==> src/sv/jacobi_7point_stencil_residual_top_defines.svh <==
// Assertion macros shared by the stencil block.
`ifndef JACOBI_7POINT_STENCIL_RESIDUAL_TOP_DEFINES_SVH
`define JACOBI_7POINT_STENCIL_RESIDUAL_TOP_DEFINES_SVH

// Same-cycle implication, checked outside reset.
`define JC7_ASSERT_IMP(lbl, ante, cons, msg) \
  lbl: assert property (@(posedge clk_i) disable iff (!rst_ni) (ante) |-> (cons)) \
    else $error(msg);

// Next-cycle implication, checked outside reset.
`define JC7_ASSERT_NXT(lbl, ante, cons, msg) \
  lbl: assert property (@(posedge clk_i) disable iff (!rst_ni) (ante) |=> (cons)) \
    else $error(msg);

`endif

==> src/sv/jc7_pkg.sv <==
// Shared types and constants of the 7-point stencil block.
package jc7_pkg;

  localparam int unsigned VAL_W     = 32;
  localparam int unsigned RES_W     = 64;
  localparam int unsigned SUM_W     = 35;
  localparam int unsigned PROD_W    = 50;
  localparam int unsigned SZ_XY_W   = 7;
  localparam int unsigned SZ_Z_W    = 16;
  localparam int unsigned CFG_W     = 16;
  localparam int unsigned CFG_IDX_W = 2;

  // one sixth in Q0.16, kept positive in a signed 15-bit word
  localparam logic signed [14:0] SIXTH_Q16 = 15'sd10923;
  localparam logic [PROD_W-1:0]  RND_HALF  = PROD_W'(32768);

  localparam logic [CFG_IDX_W-1:0] REG_SIZE_X = 2'd0;
  localparam logic [CFG_IDX_W-1:0] REG_SIZE_Y = 2'd1;
  localparam logic [CFG_IDX_W-1:0] REG_SIZE_Z = 2'd2;

  localparam logic CMD_NODE  = 1'b0;
  localparam logic CMD_FLUSH = 1'b1;

  // window reads issued for one result
  localparam logic [2:0] SEL_OLD = 3'd0;
  localparam logic [2:0] SEL_XP  = 3'd1;
  localparam logic [2:0] SEL_XM  = 3'd2;
  localparam logic [2:0] SEL_YP  = 3'd3;
  localparam logic [2:0] SEL_YM  = 3'd4;
  localparam logic [2:0] SEL_ZP  = 3'd5;
  localparam logic [2:0] SEL_ZM  = 3'd6;

  typedef struct packed {
    logic       wr_en;
    logic       rd_en;
    logic [2:0] rd_sel;
    logic       mul_en;
    logic       rnd_en;
    logic       sq_en;
    logic       acc_en;
    logic       adv;
  } jc7_cmd_t;

  typedef struct packed {
    logic settled;
    logic node_ok;
    logic node_emit;
    logic flush_ok;
    logic interior;
    logic out_full;
    logic at_last;
    logic pos_zero;
  } jc7_sts_t;

endpackage

==> src/sv/jc7_ctrl.sv <==
// Sequencer: accepts transactions and steps one result through the datapath.
module jc7_ctrl import jc7_pkg::*; (
  input  logic     clk_i,
  input  logic     rst_ni,
  input  logic     in_valid_i,
  input  logic     cmd_i,
  output logic     in_ready_o,
  input  jc7_sts_t sts_i,
  output jc7_cmd_t cmd_o
);

  localparam logic [2:0] ST_IDLE = 3'd0;
  localparam logic [2:0] ST_RD   = 3'd1;
  localparam logic [2:0] ST_WAIT = 3'd2;
  localparam logic [2:0] ST_MUL  = 3'd3;
  localparam logic [2:0] ST_RND  = 3'd4;
  localparam logic [2:0] ST_SQ   = 3'd5;
  localparam logic [2:0] ST_ACC  = 3'd6;
  localparam logic [2:0] ST_OUT  = 3'd7;

  logic [2:0] state_q, state_d;
  logic [2:0] step_q, step_d;

  assign in_ready_o = (state_q == ST_IDLE) && sts_i.settled;

  always_comb begin
    cmd_o   = '0;
    state_d = state_q;
    step_d  = step_q;
    case (state_q)
      ST_IDLE: begin
        if (in_valid_i && in_ready_o) begin
          if (cmd_i == CMD_NODE) begin
            if (sts_i.node_ok) begin
              cmd_o.wr_en = 1'b1;
              if (sts_i.node_emit) begin
                state_d = ST_RD;
                step_d  = SEL_OLD;
              end
            end
          end else if (sts_i.flush_ok) begin
            state_d = ST_RD;
            step_d  = SEL_OLD;
          end
        end
      end
      ST_RD: begin
        cmd_o.rd_en  = 1'b1;
        cmd_o.rd_sel = step_q;
        if ((step_q == SEL_ZM) || !sts_i.interior) begin
          state_d = ST_WAIT;
        end else begin
          step_d = step_q + 3'd1;
        end
      end
      ST_WAIT: state_d = sts_i.interior ? ST_MUL : ST_OUT;
      ST_MUL: begin
        cmd_o.mul_en = 1'b1;
        state_d      = ST_RND;
      end
      ST_RND: begin
        cmd_o.rnd_en = 1'b1;
        state_d      = ST_SQ;
      end
      ST_SQ: begin
        cmd_o.sq_en = 1'b1;
        state_d     = ST_ACC;
      end
      ST_ACC: begin
        cmd_o.acc_en = 1'b1;
        state_d      = ST_OUT;
      end
      ST_OUT: begin
        // hold until the output register is free
        if (!sts_i.out_full) begin
          cmd_o.adv = 1'b1;
          state_d   = ST_IDLE;
        end
      end
      default: state_d = ST_IDLE;
    endcase
  end

  always_ff @(posedge clk_i or negedge rst_ni) begin
    if (!rst_ni) begin
      state_q <= ST_IDLE;
      step_q  <= SEL_OLD;
    end else begin
      state_q <= state_d;
      step_q  <= step_d;
    end
  end

endmodule

==> config.mk <==
export PLATFORM = sky130hd
export DESIGN_NAME = jc7_ctrl
export DESIGN_NICKNAME = d
export VERILOG_FILES = /design/src/sv/jacobi_7point_stencil_residual_top_defines.svh /design/src/sv/jc7_pkg.sv /design/src/sv/jc7_ctrl.sv
export SDC_FILE = /design/constraint.sdc
export NUM_CORES = 1
export LEC_CHECK = 0
export BUFFER_PORTS_ARGS = -buffer_cell sky130_fd_sc_hd__buf_2
export CORE_AREA = 4 4 41 43
export DETAILED_ROUTE_END_ITERATION = 12
export DIE_AREA = 0 0 45 47
export GPL_TIMING_DRIVEN = 0
export PLACE_DENSITY = 0.69
export SYNTH_ARGS = -nofsm -noshare
export SYNTH_HDL_FRONTEND = slang
export SYNTH_SLANG_ARGS = --single-unit
==> constraint.sdc <==
create_clock -name clk_i -period 2.05 [get_ports clk_i]
set_input_delay 0.41 -clock clk_i [delete_from_list [all_inputs] [get_ports clk_i]]
set_output_delay 0.41 -clock clk_i [all_outputs]
set_load 0.005 [all_outputs]
==> results.sh <==
export IMPL_status="finished clean"
export IMPL_ios=23
export IMPL_cap_viol_max_count=0
export IMPL_dieArea_um2=2120
export IMPL_crit_chain="inv_1 -> ha_1 -> nand2_4 -> inv_4 -> and2_2 -> buf_2"
export IMPL_synth_cell_types=27
export IMPL_critPathTopFamily="flip-flops"
export IMPL_fmax_ghz=0.538
export IMPL_critPathSlowestCell="dfrtp_1"
export IMPL_cts_tree="done"
export IMPL_slew_headroom_pct=82.4
export IMPL_die_x_um=45
export IMPL_first_iter_violations=1
export IMPL_fp_row_count=13
export IMPL_synth_edff_count=0
export IMPL_clk_path_buf_depth=2
export IMPL_vias=467
export IMPL_grt_pass1_vias=404
export IMPL_grt_max_degree=10
export IMPL_utilization_pct=55.6
export IMPL_min_period_ns=1.86
export IMPL_track_usage_pct=10.4
export IMPL_netlist_instances=58
export IMPL_drt_first_pass_iters=2
export IMPL_critPathLaunchType="register"
export IMPL_yosysWarnings=0
export IMPL_antenna_found_initial=0
export IMPL_fill_cells=122
export IMPL_hold_viol=0
export IMPL_coreArea_um2=1300
export IMPL_clock_sinks=6
export IMPL_initial_core_util_pct=43.9
export IMPL_synth_seq_cells=6
export IMPL_drtAntennaViolNets=0
export IMPL_drv_slew=0
export IMPL_vias_per_cell=4.81
export IMPL_die_height_um=47
export IMPL_netlist_top_cells_area="dfrtp_1, ha_1, mux2_4"
export IMPL_synth_area_um2=572
export IMPL_syn_area_per_cell_um2=9.86
export IMPL_ys_flop_type="dfrtp_1"
export IMPL_fin_setup_tns_ns=0
export IMPL_cts_resized_gates=0
export IMPL_period_share_pct=90.6
export IMPL_hp_class="input pin to register"
export IMPL_slowest_delay_ns=0.38
export IMPL_reg2reg_slack_ns=0.36
export IMPL_worst_slew_pin_slew_ns=0.261
export IMPL_hpwl_um=875
export IMPL_synth_net_count=76
export IMPL_cts_root_buf="clkbuf_4"
export IMPL_drcViolationCount=0
export IMPL_numPortBuffers=20
export IMPL_numCtsBuffers=3
export IMPL_nets=102
export IMPL_cp_required_ns=1.64
export IMPL_yosys_area_top_type="dfrtp_1"
export IMPL_antennaDiodeCount=0
export IMPL_yosysSeqAreaShare_pct=26.3
export IMPL_drt_total_wl_um=1020
export IMPL_leakagePower_nw=0.415
export IMPL_yosys_area_top_type_share_pct=26.3
export IMPL_finalClockSkew_ns=0.00161
export IMPL_path_buf_inv=3
export IMPL_path_clk_slew_ns=0.04
export IMPL_syn2layout_area_growth_pct=26.5
export IMPL_async_flop_share_pct=100
export IMPL_worstPathMaxFanout=6
export IMPL_critical_path_arrival_ns=1.45
export IMPL_ir_drop_mv=0.590
export IMPL_cp_end_kind="output pin"
export IMPL_cellPowerDensity_nw_per_um2=1260
export IMPL_grt_overflow=0
export IMPL_rsz0062_at_grt="false"
export IMPL_cts_max_level=1
export IMPL_critPathKind="register to output pin"
export IMPL_grt_pass1_wl_um=1630
export IMPL_wl_per_cell_um=10.5
export IMPL_setup_viol=0
export IMPL_drive_above_1_share_pct=48.8
export IMPL_gp_congestion=0.702
export IMPL_clock_latency_ns=0.23
==> where the power goes <==
group | total, mW | internal, mW | switching [mW]
clock | 0.102 | 0.0658 | 0.0361
combinational | 0.569 | 0.294 | 0.275
sequential | 0.243 | 0.179 | 0.0646
==> final timing paths <==
kind	cells past startpoint	endpoint	from
setup / recovery	6	cmd_o[6]	state_q[1]
min in group asynchronous	2	state_q[1]	rst_ni
max in group asynchronous	2	step_q[2]	rst_ni
hold reg to reg	1	step_q[1]	step_q[1]
hold / removal	3	state_q[2]	sts_i[2]
setup reg to reg	6	step_q[0]	state_q[0]
==> synthesized netlist by cell type (2+ instances only) <==
| master | number |
|---|---|
| dfrtp_1 | 6 |
| nor2_1 | 5 |
| nand3_2 | 2 |
| nand2_1 | 4 |
| and2_2 | 4 |
| mux2_4 | 3 |
| nand4_1 | 2 |
| nor2b_1 | 2 |
| inv_1 | 7 |
| ha_1 | 6 |
==> flip-flops by register name (all words and copies together), names as in the netlist <==
name	flops
step_q	3
state_q	3
==> worst reg2reg max path, delay by kind of cell (launching register included) <==
kind                       cells  cell delay (ns)
AOI/OAI and AO/OA              1             0.18
and+or+nand+nor                2             0.35
DFF                            1             0.37
buffers and inverters          1             0.08
adders and majority gates      1             0.28
muxes                          1             0.29
==> routing by layer <==
layer | vias to the layer above | share of wire, % | wire (µm) | GRT usage (%)
li1 | 250 | - | - | -
met1 | 202 | 46 | 473 | 14.2
met2 | 15 | 45 | 461 | 16.4
met3 | 0 | 8.4 | 86 | 2.30
met4 | 0 | 0 | 0 | 3.51
met5 | - | 0 | 0 | 0
==> cell usage in the layout (no fill, tap or decap), types with 2 or more instances in the layout <==
| cell | n |
|---|---|
| buf_2 | 20 |
| nand4_1 | 2 |
| mux2_4 | 3 |
| ha_1 | 6 |
| inv_1 | 7 |
| nor2_1 | 5 |
| clkbuf_4 | 3 |
| and2_2 | 4 |
| nand2_1 | 4 |
| nor2b_1 | 2 |
| nand3_2 | 2 |
| dfrtp_1 | 6 |
==> logic make-up (layout without fill, tap and decap cells) <==
group           Yosys count  after routing  synth area share (%)
fa+ha+maj                 6              6                  13.1
flops                     6              6                  26.3
simple gates             27             27                  33.0
compound gates            6              6                  11.6
buf+inv                   9             33                  6.35
mux                       4              4                  9.63
==> through the flow <==
stage                     worst slack [ns]  hold slack (ns)  area [µm²]  std cells  power, mW
after global routing                0.0916            0.513         723         97       1.02
after detailed placement             0.357            0.240         691         93      0.826
after floorplan                      0.470            0.114         572         58      0.679
final                                0.192            0.487         723         97      0.914
after global placement               0.379            0.237         691         93      0.820
after CTS                            0.184            0.494         723         97      0.933
==> repair_timing <==
item / 4_1_cts / 5_1_grt
buffers inserted: 0 / 0
endpoints found under the hold margin: 6 / 0
hold buffers: 1 / 0
==> area by class of cell <==
| type | count | area [µm²] | share of cell area, % |
|---|---|---|---|
| Inverter | 9 | 36.3 | 5.02 |
| Clock buffer | 3 | 22.5 | 3.11 |
| Timing Repair Buffer | 21 | 110 | 15.2 |
| Sequential cell | 6 | 150 | 20.8 |
| Tap cell | 15 | 18.8 | 2.60 |
| Multi-Input combinational cell | 43 | 385 | 53.3 |
Note: power is estimated with default switching activity, not from simulation.
